`src/rtl/led_soft_fade_controller_core_assert.svh`:
```
// Assertion macros used by the fade controller RTL.
// In synthesis both macros expand to nothing.
`ifndef LED_SOFT_FADE_CONTROLLER_CORE_ASSERT_SVH
`define LED_SOFT_FADE_CONTROLLER_CORE_ASSERT_SVH

`ifndef SYNTHESIS

// Same-cycle implication, checked on every rising clock edge out of reset.
`define LSFC_ASSERT_IMPLY(name, clk, rst_n, ante, cons, msg) \
    name: assert property (@(posedge clk) disable iff (!rst_n) (ante) |-> (cons)) \
        else $error(msg);

// Next-cycle implication, checked on every rising clock edge out of reset.
`define LSFC_ASSERT_NEXT(name, clk, rst_n, ante, cons, msg) \
    name: assert property (@(posedge clk) disable iff (!rst_n) (ante) |=> (cons)) \
        else $error(msg);

`else

`define LSFC_ASSERT_IMPLY(name, clk, rst_n, ante, cons, msg)

`define LSFC_ASSERT_NEXT(name, clk, rst_n, ante, cons, msg)

`endif

`endif

```
`src/rtl/lsfc_pkg.sv`:
```
package lsfc_pkg;

    // Default build parameters.
    localparam int PWM_FULL_SCALE = 4096;
    localparam int FADE_STEPS     = 32;

    // Fixed field widths.
    localparam int OP_W      = 3;
    localparam int LEVEL_W   = 7;
    localparam int DUTY_W    = 12;
    localparam int RISE_W    = 16;
    localparam int CFG_IDX_W = 1;

    // Percent limit and the shortest nonzero fade time in ms.
    localparam int PERCENT_MAX = 100;
    localparam int RISE_MIN    = 25;

    // Register indexes on the configuration channel.
    localparam logic [CFG_IDX_W-1:0] CFG_RISE_TIME = 1'b0;
    localparam logic [CFG_IDX_W-1:0] CFG_INVERT    = 1'b1;

    // Operation codes carried in s_tuser.
    typedef enum logic [OP_W-1:0] {
        OP_TICK   = 3'd0,
        OP_ON     = 3'd1,
        OP_OFF    = 3'd2,
        OP_TOGGLE = 3'd3,
        OP_WRITE  = 3'd4
    } op_t;

    // How the PWM channel is driven.
    typedef enum logic [1:0] {
        DRIVE_OFF  = 2'd0,
        DRIVE_ON   = 2'd1,
        DRIVE_DUTY = 2'd2
    } drive_mode_t;

    // Channel drive setting produced by the duty mapper.
    typedef struct packed {
        drive_mode_t              drive_mode;
        logic [DUTY_W-1:0]        duty_value;
    } lsfc_drive_t;

endpackage

```
`src/rtl/lsfc_duty_map.sv`:
```
module lsfc_duty_map #(
    parameter int PwmFullScale = lsfc_pkg::PWM_FULL_SCALE
) (
    input  logic [lsfc_pkg::LEVEL_W-1:0] percent,
    input  logic                         invert,
    output lsfc_pkg::lsfc_drive_t        drive
);

    localparam int AbsW = $clog2(PwmFullScale + 1);
    localparam int PctW = lsfc_pkg::LEVEL_W;

    logic [AbsW-1:0]                abs_tab [0:lsfc_pkg::PERCENT_MAX];
    logic [PctW-1:0]                pct_clamped;
    logic [PctW-1:0]                pct_final;
    logic [AbsW-1:0]                abs_val;
    logic [AbsW+lsfc_pkg::DUTY_W-1:0] abs_ext;

    // Scaled compare value for every percent, fixed at elaboration.
    for (genvar i = 0; i <= lsfc_pkg::PERCENT_MAX; i++)
    begin : g_abs_tab
        assign abs_tab[i] = AbsW'((PwmFullScale * i) / lsfc_pkg::PERCENT_MAX);
    end

    // Clamp to 100 percent, then optionally invert.
    assign pct_clamped = (percent > PctW'(lsfc_pkg::PERCENT_MAX)) ?
                         PctW'(lsfc_pkg::PERCENT_MAX) : percent;
    assign pct_final   = invert ? (PctW'(lsfc_pkg::PERCENT_MAX) - pct_clamped) : pct_clamped;
    assign abs_val     = abs_tab[pct_final];
    assign abs_ext     = (AbsW + lsfc_pkg::DUTY_W)'(abs_val);

    // Map the compare value to fully off, fully on or a raw duty.
    always_comb
    begin
        if (abs_val == '0)
        begin
            drive.drive_mode = lsfc_pkg::DRIVE_OFF;
            drive.duty_value = '0;
        end
        else if (abs_val >= AbsW'(PwmFullScale))
        begin
            drive.drive_mode = lsfc_pkg::DRIVE_ON;
            drive.duty_value = '0;
        end
        else
        begin
            drive.drive_mode = lsfc_pkg::DRIVE_DUTY;
            drive.duty_value = abs_ext[lsfc_pkg::DUTY_W-1:0];
        end
    end

endmodule

```
`src/rtl/led_soft_fade_controller_core.sv`:
```
// Soft on/off controller for one LED PWM channel.
// Input channel (s_*): one beat per 1 ms tick or command. s_tuser carries the
// operation (tick, on, off, toggle, write with lamp type); s_tdata carries the
// level, the switch flag and the lamp type.
// Output channel (m_*): one beat per new channel setting: drive mode, duty value
// and the light state after the item. Fade starts, repeated commands with a
// nonzero rise time, idle ticks, ticks between steps and unknown operations make no beat.
// Configuration channel (cfg_*): writes rise time (index 0) and output
// inversion (index 1); it is always ready and takes effect on the next item.
// The beat passes through the input register and is then registered as the
// result in the output register.
// Throughput: one input beat per cycle. The only limit is the output
// register: while it holds a beat that m_tready has not taken, the item in
// the input register waits and s_tready drops once that register is full.
// Reset clears all state: light off, linear lamp, hard switching, no inversion.
module led_soft_fade_controller_core #(
    parameter int PwmFullScale = lsfc_pkg::PWM_FULL_SCALE,
    parameter int FadeSteps    = lsfc_pkg::FADE_STEPS
) (
    input  logic        clk,
    input  logic        rst_n,
    // s_tdata: level_percent[6:0], switch_on[7], bulb_type[8], zero[15:9]
    input  logic        s_tvalid,
    output logic        s_tready,
    input  logic [15:0] s_tdata,
    // s_tuser: operation[2:0]
    input  logic [2:0]  s_tuser,
    // m_tdata: drive_mode[1:0], duty_value[13:2], light_state[16:14], zero[23:17]
    output logic        m_tvalid,
    input  logic        m_tready,
    output logic [23:0] m_tdata,
    input  logic        cfg_valid,
    output logic        cfg_ready,
    input  logic [lsfc_pkg::CFG_IDX_W-1:0] cfg_index,
    input  logic [lsfc_pkg::RISE_W-1:0]    cfg_data
);

    `include "led_soft_fade_controller_core_assert.svh"

    localparam int LevelW = lsfc_pkg::LEVEL_W;
    localparam int RiseW  = lsfc_pkg::RISE_W;
    localparam int StepW  = $clog2(FadeSteps + 1);
    localparam int ProdW  = LevelW + StepW;

    // Reciprocal for level / FadeSteps, exact for every ProdW-bit product.
    localparam int      LvlShift = ProdW + $clog2(FadeSteps);
    localparam longint  LvlMul   = ((64'd1 << LvlShift) + FadeSteps - 1) / FadeSteps;
    localparam int      LvlPW    = ProdW + LvlShift;

    // Reciprocal for rise_time / FadeSteps, exact for every RiseW-bit value.
    localparam int      PerShift = RiseW + $clog2(FadeSteps);
    localparam longint  PerMul   = ((64'd1 << PerShift) + FadeSteps - 1) / FadeSteps;
    localparam int      PerPW    = RiseW + PerShift;
    localparam int      PeriodMax = ((2 ** RiseW) - 1) / FadeSteps;
    localparam int      PeriodW  = $clog2(PeriodMax + 1);

    typedef enum logic [2:0] {
        ST_OFF       = 3'd0,
        ST_ON        = 3'd1,
        ST_RISE_BULB = 3'd2,
        ST_RISE_LIN  = 3'd3,
        ST_FALL_BULB = 3'd4,
        ST_FALL_LIN  = 3'd5
    } fade_state_t;

    // Input register.
    logic                       in_valid_reg;
    logic [lsfc_pkg::OP_W-1:0]  in_op_reg;
    logic [LevelW-1:0]          in_level_reg;
    logic                       in_switch_reg;
    logic                       in_bulb_reg;

    // Configuration registers.
    logic                       rise_zero_reg;
    logic [PeriodW-1:0]         period_reg;
    logic                       invert_reg;
    logic [RiseW-1:0]           rise_clamped;
    logic [PerPW-1:0]           per_prod;
    logic [PeriodW-1:0]         period_next;

    // Fade state.
    fade_state_t                fade_state_reg, fade_state_next;
    logic [LevelW-1:0]          on_level_reg, on_level_next;
    logic [StepW-1:0]           step_reg, step_next;
    logic [PeriodW-1:0]         tick_reg, tick_next;
    logic                       bulb_reg, bulb_next;
    logic [ProdW-1:0]           prod_reg, prod_next;

    // Output register.
    logic                       out_valid_reg, out_valid_next;
    lsfc_pkg::drive_mode_t      out_mode_reg;
    logic [lsfc_pkg::DUTY_W-1:0] out_duty_reg;
    fade_state_t                out_state_reg;

    logic                       out_free;
    logic                       advance;
    logic                       fading;
    logic                       rising;
    logic                       falling;
    logic [LvlPW-1:0]           lvl_prod;
    logic [LevelW-1:0]          step_level;
    logic                       has_result;
    logic [LevelW-1:0]          emit_pct;
    lsfc_pkg::lsfc_drive_t      drive;

    assign cfg_ready = 1'b1;

    // The input register moves on whenever the output register can take a beat.
    assign out_free = !out_valid_reg || m_tready;
    assign advance  = in_valid_reg && out_free;
    assign s_tready = !in_valid_reg || out_free;

    assign fading  = (fade_state_reg == ST_RISE_BULB) || (fade_state_reg == ST_RISE_LIN) ||
                     (fade_state_reg == ST_FALL_BULB) || (fade_state_reg == ST_FALL_LIN);
    assign rising  = (fade_state_reg == ST_RISE_BULB) || (fade_state_reg == ST_RISE_LIN);
    assign falling = (fade_state_reg == ST_FALL_BULB) || (fade_state_reg == ST_FALL_LIN);

    // Step period from the clamped rise time.
    assign rise_clamped = ((cfg_data != '0) && (cfg_data < RiseW'(lsfc_pkg::RISE_MIN))) ?
                          RiseW'(lsfc_pkg::RISE_MIN) : cfg_data;
    assign per_prod     = PerPW'(rise_clamped) * PerPW'(PerMul);
    assign period_next  = PeriodW'(per_prod >> PerShift);

    // Level of the next fade step; the product was prepared one item earlier.
    assign lvl_prod   = LvlPW'(prod_reg) * LvlPW'(LvlMul);
    assign step_level = LevelW'(lvl_prod >> LvlShift);

    // Next state and result of the item in the input register.
    always_comb
    begin
        logic                 cmd_go;
        logic                 cmd_on;
        logic [LevelW-1:0]    cmd_level;
        logic                 lamp;
        fade_state_t          target;
        logic [PeriodW-1:0]   tick_inc;
        logic [StepW-1:0]     step_inc;
        logic [StepW:0]       k_next;
        logic [StepW-1:0]     term_next;
        logic                 rising_next;

        fade_state_next = fade_state_reg;
        on_level_next   = on_level_reg;
        step_next       = step_reg;
        tick_next       = tick_reg;
        bulb_next       = bulb_reg;
        has_result      = 1'b0;
        emit_pct        = '0;
        cmd_go          = 1'b0;
        cmd_on          = 1'b0;
        cmd_level       = '0;
        lamp            = bulb_reg;
        target          = ST_OFF;
        tick_inc        = tick_reg + 1'b1;
        step_inc        = step_reg + 1'b1;

        if (advance)
        begin
            case (lsfc_pkg::op_t'(in_op_reg))
                lsfc_pkg::OP_TICK:
                begin
                    if (fading)
                    begin
                        if (tick_inc < period_reg)
                        begin
                            tick_next = tick_inc;
                        end
                        else
                        begin
                            tick_next  = '0;
                            step_next  = step_inc;
                            has_result = 1'b1;
                            if (step_inc < StepW'(FadeSteps))
                            begin
                                emit_pct = step_level;
                            end
                            else if (rising)
                            begin
                                fade_state_next = ST_ON;
                                emit_pct        = on_level_reg;
                            end
                            else
                            begin
                                fade_state_next = ST_OFF;
                            end
                        end
                    end
                end
                lsfc_pkg::OP_ON:
                begin
                    cmd_go    = 1'b1;
                    cmd_on    = 1'b1;
                    cmd_level = in_level_reg;
                end
                lsfc_pkg::OP_OFF:
                begin
                    cmd_go    = 1'b1;
                    cmd_level = in_level_reg;
                end
                lsfc_pkg::OP_TOGGLE:
                begin
                    cmd_go    = 1'b1;
                    cmd_on    = !((fade_state_reg == ST_ON) || rising);
                    cmd_level = cmd_on ? LevelW'(lsfc_pkg::PERCENT_MAX) : '0;
                end
                lsfc_pkg::OP_WRITE:
                begin
                    bulb_next = in_bulb_reg;
                    lamp      = in_bulb_reg;
                    cmd_go    = 1'b1;
                    cmd_on    = in_switch_reg;
                    cmd_level = in_switch_reg ? LevelW'(lsfc_pkg::PERCENT_MAX) : '0;
                end
                default:
                begin
                end
            endcase

            // On and off: hard switch, start a fade, or ignore a repeat.
            if (cmd_go)
            begin
                target = cmd_on ? ST_ON : ST_OFF;
                if (cmd_on)
                begin
                    on_level_next = cmd_level;
                end
                if (fade_state_reg == target)
                begin
                end
                else if (rise_zero_reg)
                begin
                    fade_state_next = target;
                end
                else if ((cmd_on && rising) || (!cmd_on && falling))
                begin
                end
                else
                begin
                    if (cmd_on)
                        fade_state_next = lamp ? ST_RISE_BULB : ST_RISE_LIN;
                    else
                        fade_state_next = lamp ? ST_FALL_BULB : ST_FALL_LIN;
                    step_next = '0;
                    tick_next = '0;
                end
                if (rise_zero_reg)
                begin
                    has_result = 1'b1;
                    emit_pct   = cmd_level;
                end
            end
        end

        // Product for the step after the new state: on_level times the step fraction.
        rising_next = (fade_state_next == ST_RISE_BULB) || (fade_state_next == ST_RISE_LIN);
        k_next      = (StepW + 1)'(step_next) + 1'b1;
        term_next   = rising_next ? StepW'(k_next) : StepW'((StepW + 1)'(FadeSteps) - k_next);
        prod_next   = ProdW'(on_level_next) * ProdW'(term_next);
    end

    lsfc_duty_map #(
        .PwmFullScale (PwmFullScale)
    ) u_duty_map (
        .percent (emit_pct),
        .invert  (invert_reg),
        .drive   (drive)
    );

    // Output valid follows new results and clears when the beat is taken.
    always_comb
    begin
        if (advance && has_result)
            out_valid_next = 1'b1;
        else if (m_tready)
            out_valid_next = 1'b0;
        else
            out_valid_next = out_valid_reg;
    end

    // Control state, configuration and both item registers.
    always_ff @(posedge clk or negedge rst_n)
    begin
        if (!rst_n)
        begin
            in_valid_reg   <= 1'b0;
            in_op_reg      <= '0;
            in_level_reg   <= '0;
            in_switch_reg  <= 1'b0;
            in_bulb_reg    <= 1'b0;
            rise_zero_reg  <= 1'b1;
            period_reg     <= '0;
            invert_reg     <= 1'b0;
            fade_state_reg <= ST_OFF;
            on_level_reg   <= '0;
            step_reg       <= '0;
            tick_reg       <= '0;
            bulb_reg       <= 1'b0;
            prod_reg       <= '0;
            out_valid_reg  <= 1'b0;
            out_mode_reg   <= lsfc_pkg::DRIVE_OFF;
            out_duty_reg   <= '0;
            out_state_reg  <= ST_OFF;
        end
        else
        begin
            // Input register.
            if (s_tready)
            begin
                in_valid_reg <= s_tvalid;
                if (s_tvalid)
                begin
                    in_op_reg     <= s_tuser;
                    in_level_reg  <= s_tdata[6:0];
                    in_switch_reg <= s_tdata[7];
                    in_bulb_reg   <= s_tdata[8];
                end
            end

            // Configuration writes.
            if (cfg_valid)
            begin
                case (cfg_index)
                    lsfc_pkg::CFG_RISE_TIME:
                    begin
                        rise_zero_reg <= (cfg_data == '0);
                        period_reg    <= period_next;
                    end
                    lsfc_pkg::CFG_INVERT:
                    begin
                        invert_reg <= cfg_data[0];
                    end
                    default:
                    begin
                    end
                endcase
            end

            // Fade state.
            fade_state_reg <= fade_state_next;
            on_level_reg   <= on_level_next;
            step_reg       <= step_next;
            tick_reg       <= tick_next;
            bulb_reg       <= bulb_next;
            if (advance)
            begin
                prod_reg <= prod_next;
            end

            // Output register.
            out_valid_reg <= out_valid_next;
            if (advance && has_result)
            begin
                out_mode_reg  <= drive.drive_mode;
                out_duty_reg  <= drive.duty_value;
                out_state_reg <= fade_state_next;
            end
        end
    end

    assign m_tvalid = out_valid_reg;
    assign m_tdata  = {7'd0, out_state_reg, out_duty_reg, out_mode_reg};

    // A fade never runs past its last step.
    `LSFC_ASSERT_IMPLY(a_step_in_range, clk, rst_n, fading,
        step_reg < StepW'(FadeSteps), "step index beyond fade length while fading")

    // A stalled result beat freezes the fade state.
    `LSFC_ASSERT_NEXT(a_stall_holds_state, clk, rst_n, m_tvalid && !m_tready,
        $stable(fade_state_reg) && $stable(on_level_reg) && $stable(step_reg),
        "fade state changed while the output beat was stalled")

    // The input side only backs up behind a stalled output register.
    `LSFC_ASSERT_IMPLY(a_ready_only_on_stall, clk, rst_n, !s_tready,
        in_valid_reg && out_valid_reg && !m_tready,
        "input not ready without a stalled output beat")

    // A result beat never carries the unused drive code.
    `LSFC_ASSERT_IMPLY(a_drive_code, clk, rst_n, m_tvalid,
        (out_mode_reg == lsfc_pkg::DRIVE_OFF) || (out_mode_reg == lsfc_pkg::DRIVE_ON) ||
        (out_mode_reg == lsfc_pkg::DRIVE_DUTY), "invalid drive mode on output")

endmodule

```
`config.mk`:
```
export PLATFORM = sky130hd
export DESIGN_NAME = led_soft_fade_controller_core
export DESIGN_NICKNAME = d
export VERILOG_FILES = /design/src/rtl/lsfc_pkg.sv /design/src/rtl/lsfc_duty_map.sv /design/src/rtl/led_soft_fade_controller_core.sv
export VERILOG_INCLUDE_DIRS = /design/src /design/src/rtl
export SDC_FILE = /design/constraint.sdc
export NUM_CORES = 1
export LEC_CHECK = 0
export BUFFER_PORTS_ARGS = -buffer_cell sky130_fd_sc_hd__buf_4
export CORE_MARGIN = 10
export CORE_UTILIZATION = 45
export DETAILED_ROUTE_END_ITERATION = 6
export PLACE_DENSITY_LB_ADDON = 0.2
export SKIP_LAST_GASP = 1
export SLEW_MARGIN = 40
export SYNTH_ARGS = -nofsm -noshare
export SYNTH_HDL_FRONTEND = slang
export SYNTH_SLANG_ARGS = --single-unit
```
`constraint.sdc`:
```
create_clock -name clk -period 8.8 [get_ports clk]
set_clock_uncertainty 0.15 [all_clocks]
set_input_delay 0.88 -clock clk [delete_from_list [all_inputs] [get_ports clk]]
set_output_delay 0.88 -clock clk [all_outputs]
set_load 0.005 [all_outputs]
```
# Word-level counts from Yosys, hierarchy flattened
# Memories as Yosys holds them, arrays and structs flattened.
# Index checks and enable logic that the tools add are counted.
# totals
romBits	1664
n_memories	1
input_bits	41
word_cells	138
reg_bits	84
out_inout_bits	27
# mem_list
memory	words	word_bits	rd	rd_clocked_by_memory_dff	write_ports	line_no	rtl
(no name shown)	128	13	1	0	0	lsfc_duty_map.sv:28	assign abs_val = abs_tab[pct_final];
# op_classes
muxes	65
addsub	5
n_bitwise	2
order_cmp	6
n_mul	1
n_eq_ne	12
n_reduce_logical	28
# ops
operator	count
$mux 7	15
$mux 11	7
$mux 6	9
$mux 3	10
$mux 14	2
$mux 13	2
$pmux 7 s3	1
$eq 3x2->1 const B	6
$mux 1	17
$logic_not 16->1	1
$lt 16x5->1 const B	1
$mux 16	1
$reduce_bool 16->1	1
$ge 13x13->1 const B	1
$logic_not 13->1	1
$add 6x1->6 const B	2
$mul 7x6->12	1
$add 11x1->11 const B	1
$lt 11x11->1	1
$eq 3x3->1 const B	3
$logic_or 1x1->1	9
$ge 8x8->1 const B	1
$not 7->8	1
$gt 7x7->1 const B	1
other kinds (14)	24

# Longest topological paths before layout
# Gate-level depths: netlist of run 1.
# depth
depth_word	21
ltp_mapped	36
ltp_nobuf	33

# Modules after synthesis
# From an unflattened synthesis of run 1, not the netlist that was laid out.
# unflattened
hier_cells	930
area_unflattened_um2	8007.7
# by_module_without_submodules
module	instances	seq_area_each_um2	area_each_um2	cells_each
led_soft_fade_controller_core	1	1978.1	5786.8	613
lsfc_duty_map	1	0.0	2220.9	317

# Least setup slack after synthesis of run 1
# OpenSTA, ideal clock, no wires.
# synth_timing
kind	reg-to-reg
startpoint	register tick_reg[0]
endpoint	register prod_reg[9]
n_path_buf	3
required_ns	8.525
period_less_slack_ns	7.563
slack_ns	1.237
stages_incl_launch_ff	34
arrival_ns	7.288
setup_ns	0.125
cell_sequence	dfrtp_1 ha_1 and3_1 and3_1 nand3_1 xnor2_1 ha_1 inv_1 o221ai_1 o32a_1 buf_2 nand3_2 buf_2 nor2_1 a21oi_1 inv_1 ha_1 clkbuf_1 nor3_1 nand4_1 xor2_1 nor2_1 fa_1 inv_1 fa_1 fa_1 inv_1 ha_1 a21oi_1 o21ai_0 a21oi_1 o21bai_1 xor2_1 mux2_2
# synth_between
elab_chain_len	14
word_cells_on_any_way	25
classes_between	3 x add/sub; 1 x mul; 1 x order compare; 2 x eq/ne; 17 x mux; 1 x reduce/logical
# synth_rtl
item	line_no	rtl
start, declared	led_soft_fade_controller_core.sv:85	logic [PeriodW-1:0] tick_reg, tick_next;
start signal, assigned	led_soft_fade_controller_core.sv:342	tick_reg <= tick_next;
$add 11x1->11 *	led_soft_fade_controller_core.sv:154	tick_inc = tick_reg + 1'b1;
$lt 11x11->1 *	led_soft_fade_controller_core.sv:164	if (tick_inc < period_reg)
$mux 6 *	led_soft_fade_controller_core.sv:164	
$mux 6 *	led_soft_fade_controller_core.sv:162	if (fading)
$mux 6 *	led_soft_fade_controller_core.sv:159	case (lsfc_pkg::op_t'(in_op_reg))
$mux 6	led_soft_fade_controller_core.sv:234	else if ((cmd_on && rising) || (!cmd_on && falling))
$mux 6	led_soft_fade_controller_core.sv:230	else if (rise_zero_reg)
$mux 6	led_soft_fade_controller_core.sv:227	if (fade_state_reg == target)
$mux 6 *	led_soft_fade_controller_core.sv:220	if (cmd_go)
$mux 6 *	led_soft_fade_controller_core.sv:157	if (advance)
named net step_next[0]	led_soft_fade_controller_core.sv:84	logic [StepW-1:0] step_reg, step_next;
$add 6x1->6 *	led_soft_fade_controller_core.sv:256	k_next = (StepW + 1)'(step_next) + 1'b1;
$sub 6x6->6	led_soft_fade_controller_core.sv:257	term_next = rising_next ? StepW'(k_next) : StepW'((StepW + 1)'(FadeSteps) - k_next);
$mux 6 *	led_soft_fade_controller_core.sv:257	
$mul 7x6->12 *	led_soft_fade_controller_core.sv:258	prod_next = ProdW'(on_level_next) * ProdW'(term_next);
end signal, assigned	led_soft_fade_controller_core.sv:346	prod_reg <= prod_next;
end, declared	led_soft_fade_controller_core.sv:87	logic [ProdW-1:0] prod_reg, prod_next;
# Mark *: on every way through the listed nets, which the timed path passes. The rest lies on a longest branch.
# A chain may end at the register's enable or synchronous reset.

# Worst setup path after layout of run 1
# Same ends and word-level chain as after synthesis.

==> results.py, run 1 <==
metrics = {
    "sta": {
        "hold_viol_final": 0,
        "slew_headroom_pct": 42.5,
        "tightest_slew_ns": 0.857,
        "maxSlewViolCount": 0,
        "layout_setup_ws_ns": 0.780,
        "fin_crit_ns": 8.02,
        "rsz0062_at_grt": "false",
        "finalCritPeriodShare_pct": 91.1,
        "fin_tns_setup_ns": 0,
        "fmax_mhz": 125,
        "setup_viol": 0,
    },
    "placed_design": {
        "io_buffers": 52,
        "finalWeightedCongestion": 0.962,
        "dp_hpwl_um": 16300,
        "place_ws_ns": 0.753,
    },
    "cts": {
        "cts_buffer_depth": 2,
        "cts.clk_slew.worst_paths_ns": 0.06,
        "cts_max_level": 3,
        "clkSinkCount": 79,
        "cts_buffers": 9,
        "cts.repair.resized": 0,
        "cts_tree": "done",
        "post-cts-setup-buffers": 0,
        "hold_buffers": 0,
        "clkLatencyLatePin_ns": 0.34,
        "cts-root-buf": "clkbuf_16",
    },
    "synth": {
        "synth.avg_cell_area_um2": 8.33,
        "yosys_warnings": 0,
        "yosysSeqAreaShare_pct": 25.4,
        "synthFlopType": "dfrtp_1",
        "netlist_area_um2": 7800,
        "synth_cell_types": 92,
        "yosysTopAreaCell": "dfrtp_1",
        "syn_inst": 936,
        "ys_seq_elements": 79,
        "synthArstFlopShare_pct": 100,
        "synth-edff-count": 0,
        "yosysTopAreaCellShare_pct": 25.0,
        "synth.area.top_cells": "dfrtp_1, ha_1, fa_1",
    },
    "floorplan": {
        "fp.dieH_um": 152,
        "initial_core_util_pct": 45.5,
        "ios": 68,
        "dieArea_um2": 23000,
        "core_area_um2": 17100,
        "die_w_um": 152,
        "num_rows": 48,
    },
    "pwr": {
        "p_int_mw": 1.18,
        "max-vdd-ir-drop_uv": 328,
        "finalPower_mw": 2.06,
        "p_seq_share_pct": 24.8,
        "clkPwrFrac_pct": 17.1,
        "pwr-share-comb_pct": 58.1,
        "powerDensity_nw_per_um2": 239,
        "p_sw_share_pct": 42.8,
        "power.leakage_nw": 3.84,
        "p_sw_mw": 0.882,
    },
    "outcome": {
        "status": "complete, no violations",
    },
    "finish": {
        "largest_reg_flops": 12,
        "fin_util_pct": 50.3,
        "nets": 1077,
        "syn_to_final_growth_pct": 10.4,
        "num_antenna_cells": 0,
        "final_layout_size_suffix_gt1_share_pct": 14.3,
    },
    "min_path": {
        "hold_class": "flip-flop to flip-flop",
    },
    "routing": {
        "wl_per_cell_um": 17.9,
        "ant_nets": 0,
        "totalWireLength_um": 21300,
        "drc": 0,
        "vias_per_cell": 5.99,
        "vias": 7152,
        "dr.pass1.iters": 5,
        "drt_iter0_drc": 670,
    },
    "global_route": {
        "grt_max_degree": 80,
        "grt_util_all_layers_pct": 18.4,
        "antenna_found_initial": 0,
        "grt_pass1_wl_um": 34600,
        "grt_overflow_total": 0,
        "grt_pass1_vias": 6714,
    },
    "worst_setup_path": {
        "worst_setup_path_end_kind": "flip-flop",
        "arrival_ns": 8.10,
        "slowest_delay_ns": 0.56,
        "required_ns": 8.88,
        "cp-start-kind": "flip-flop",
        "cp_slowest_cell": "fa_1",
        "cp_max_fo": 10,
        "critical_path_class": "flip-flop to flip-flop",
    },
    "job": {
        "drv_cap": 0,
    },
}
-- synthesized netlist by cell type, types with 12 or more instances --
cell and count:
nand2_1 93, mux2i_1 12, a211oi_1 12, fa_1 19, xor2_1 18, buf_2 16
nor3_1 15, nor2_1 91, o21ai_0 67, clkbuf_1 26, nand3_1 25, inv_1 50
a21oi_1 47, xnor2_1 23, ha_1 53, mux2_2 22, and3_1 12, dfrtp_1 78
nand2b_1 12
-- routing by layer --
layer	track usage [%]	part of all wire (%)	vias to the layer above
li1	-	-	3457
met3	3.50	7.4	31
met2	29.7	47	275
met1	24.6	44	3389
met5	0	0	-
met4	5.48	1.6	0
-- power by group through the flow --
| stage | combinational, mW | sequential (mW) | clock, mW |
|---|---|---|---|
| 5_1_grt | 1.39 | 0.521 | 0.380 |
| 6_report | 1.20 | 0.510 | 0.353 |
| 3_3_place_gp | 1.19 | 0.514 | 0 |
| 2_1_floorplan | 0.919 | 0.486 | 0 |
| 4_1_cts | 1.22 | 0.511 | 0.363 |
| 3_5_place_dp | 1.21 | 0.516 | 0 |
-- final cells by class --
type / instances / area (um^2)
timing repair buffer: 72 / 542
multi-input combinational: 750 / 5320
inverter: 52 / 195
clock inverter: 4 / 28.8
sequential: 79 / 1980
tap: 225 / 282
fill: 1652 / 8510
clock buffer: 12 / 256
-- critical path, delay by kind of cell, from the launching register on --
family / cells / cell delay (ns)
fa+ha+maj: 6 / 2.49
simple gates: 9 / 1.90
mux: 1 / 0.27
xor+xnor: 4 / 0.63
buf+inv: 4 / 0.32
flops: 1 / 0.42
compound gates: 6 / 1.74
-- metrics by stage --
step           area (um^2)  hold slack, ns  cells
2_1_floorplan         7820           0.292    942
3_3_place_gp          8310           0.312   1177
3_5_place_dp          8320           0.319   1177
4_1_cts               8600           0.333   1193
5_1_grt               8610           0.356   1194
6_report              8610           0.331   1194
-- kinds of logic (layout without fill, tap and decap cells) --
| logic type | count (synthesis) | count (layout) | share of synthesized area (%) |
|---|---|---|---|
| and+or+nand+nor | 312 | 312 | 19.2 |
| AOI/OAI and AO/OA | 280 | 280 | 25.3 |
| buffers and inverters | 113 | 140 | 6.71 |
| DFF | 79 | 79 | 25.4 |
| adders and majority gates | 73 | 73 | 13.5 |
| xor gates and xnor gates | 42 | 42 | 4.89 |
| muxes | 35 | 35 | 4.91 |
| other | 2 | 8 | 0.0963 |
-- cells in the final DEF, fill, tap and decap left out, drive strengths merged, types with 14 or more instances in the layout --
master	n
nand3	26
xor2	18
nand2	93
o21ai	75
inv	52
mux2	23
buf	71
nor3	17
a21oi	49
fa	19
nor2	93
dfrtp	78
ha	53
and3	14
xnor2	23
-- final timing paths --
path | from | end | slack, ns | depth (start not counted)
min in group asynchronous | rst_n | prod_reg[11] | 0.40 | 1
min reg2reg | out_duty_reg[9] | out_duty_reg[9] | 0.33 | 2
max in group asynchronous | rst_n | out_duty_reg[0] | 7.59 | 1
max reg2reg | tick_reg[0] | prod_reg[9] | 0.78 | 30
min | out_duty_reg[9] | out_duty_reg[9] | 0.33 | 2
max | tick_reg[0] | prod_reg[9] | 0.78 | 30
Power figures use the tool's default switching activity.
==> run 2, diff against run 1 <==
--- a/config.mk
+++ b/config.mk
@@ -7,6 +7,7 @@
 export NUM_CORES = 1
 export LEC_CHECK = 0
 export BUFFER_PORTS_ARGS = -buffer_cell sky130_fd_sc_hd__buf_4
+export CORE_ASPECT_RATIO = 2
 export CORE_MARGIN = 10
 export CORE_UTILIZATION = 45
 export DETAILED_ROUTE_END_ITERATION = 6
@@ -16,3 +17,4 @@
 export SYNTH_ARGS = -nofsm -noshare
 export SYNTH_HDL_FRONTEND = slang
 export SYNTH_SLANG_ARGS = --single-unit
+export TNS_END_PERCENT = 10
==> results.py, run 2 (same netlist as run 1, synthesis figures left out) <==
metrics = {
    "outcome": {
        "status": "complete, no violations",
    },
    "cts": {
        "cts_buffer_depth": 2,
        "clkLatencyLatePin_ns": 0.35,
        "clkSinkCount": 79,
        "cts_max_level": 3,
        "cts-root-buf": "clkbuf_16",
        "cts.repair.resized": 0,
        "cts.clk_slew.worst_paths_ns": 0.06,
        "hold_buffers": 0,
        "cts_buffers": 9,
        "post-cts-setup-buffers": 0,
        "cts_tree": "done",
    },
    "routing": {
        "drc": 0,
        "drt_iter0_drc": 463,
        "dr.pass1.iters": 5,
        "totalWireLength_um": 24400,
        "wl_per_cell_um": 20.5,
        "vias": 7308,
        "vias_per_cell": 6.16,
        "ant_nets": 0,
    },
    "finish": {
        "fillers": 1733,
        "mostFrequentLayoutCells": "nand2_1, nor2_1, dfrtp_1, buf_4, o21ai_0",
        "nets": 1085,
        "final_common_cell": "nand2_1",
        "syn_to_final_growth_pct": 11.1,
        "fin_util_pct": 50.4,
        "num_antenna_cells": 0,
        "layout.cells.non_filler": 1187,
        "design_area_um2": 8660,
        "multi_input_area_um2": 5330,
        "final_layout_size_suffix_gt1_share_pct": 15.3,
        "register_area_um2": 1980,
        "largest_reg_flops": 12,
    },
    "floorplan": {
        "dieArea_um2": 23300,
        "ios": 68,
        "initial_core_util_pct": 45.4,
        "fp.dieH_um": 206,
        "num_rows": 68,
        "die_w_um": 113,
        "core_area_um2": 17200,
    },
    "min_path": {
        "hold_class": "input port to asynchronous set/reset pin",
    },
    "global_route": {
        "antenna_found_initial": 0,
        "grt_max_degree": 63,
        "grt_pass1_vias": 7290,
        "grt_overflow_total": 0,
        "grt_util_all_layers_pct": 20.7,
        "grt_pass1_wl_um": 38500,
    },
    "placed_design": {
        "finalWeightedCongestion": 0.987,
        "io_buffers": 52,
        "place_inst": 1169,
        "dp_hpwl_um": 19400,
        "dpl_cell_area_um2": 8350,
    },
    "sta": {
        "tightest_slew_ns": 0.825,
        "maxSlewViolCount": 0,
        "fin_crit_ns": 8.04,
        "finalCritPeriodShare_pct": 91.4,
        "setup_viol": 0,
        "rsz0062_at_grt": "false",
        "hold_viol_final": 0,
        "holdWs_ns": 0.241,
        "fin_tns_setup_ns": 0,
        "fmax_mhz": 124,
        "slew_headroom_pct": 44.6,
    },
    "worst_setup_path": {
        "reg2regPathDepth": 34,
        "cp_max_fo": 8,
        "arrival_ns": 8.17,
        "cp_slowest_cell": "fa_1",
        "slowest_delay_ns": 0.53,
        "cp_common_cell": "ha_1",
        "cp-start-kind": "flip-flop",
        "worst_setup_path_end_kind": "flip-flop",
        "required_ns": 8.93,
        "critical_path_class": "flip-flop to flip-flop",
    },
    "pwr": {
        "powerDensity_nw_per_um2": 244,
        "power.leakage_nw": 3.88,
        "max-vdd-ir-drop_uv": 465,
    },
    "job": {
        "drv_cap": 0,
    },
}
run 2: where the power goes:
group          internal [mW]  leakage, nW  switching, mW
clock network          0.222        0.143          0.157
logic                  0.534         2.74          0.683
registers              0.442         1.00         0.0709
total                   1.20         3.88          0.912
run 2: layout make-up:
type / count / area share [%]
Clock buffer: 10 / 2.64
Multi-Input combinational cell: 750 / 61.5
Inverter: 52 / 2.25
Sequential cell: 79 / 22.8
Timing Repair Buffer: 80 / 6.92
Tap cell: 210 / 3.03
Clock inverter: 6 / 0.794
run 2: worst paths after layout:
| check | slack (ns) | to | from |
|---|---|---|---|
| max | 0.76 | prod_reg[11] | tick_reg[0] |
| min | 0.24 | in_valid_reg | rst_n |
| max reg2reg | 0.76 | prod_reg[11] | tick_reg[0] |
| min reg2reg | 0.34 | out_mode_reg[0] | out_mode_reg[0] |
| max in group asynchronous | 7.42 | out_state_reg[0] | rst_n |
| min in group clk | 0.34 | out_mode_reg[0] | out_mode_reg[0] |
run 2: routing by layer:
metal	up-vias	part of all wire, %	GRT usage, %
met2	192	57	40.0
met5	-	0	0
met1	3561	35	19.5
met4	0	6.0	14.3
met3	80	2.6	2.50
li1	3475	-	-
run 2: critical path, delay by kind of cell (launching register included):
kind | cells | cell delay (ns)
xor gates and xnor gates | 4 | 1.21
AOI/OAI and AO/OA | 8 | 1.62
and+or+nand+nor | 9 | 1.51
buffers and inverters | 6 | 0.60
adders and majority gates | 7 | 2.41
DFF | 1 | 0.43
run 2: stage by stage:
step                      worst slack, ns  power (mW)
final                               0.761        2.11
after global placement              0.864        1.73
after floorplan                      1.24        1.41
after detailed placement            0.777        1.75
after global routing               0.0856        2.32
after CTS                           0.707        2.14
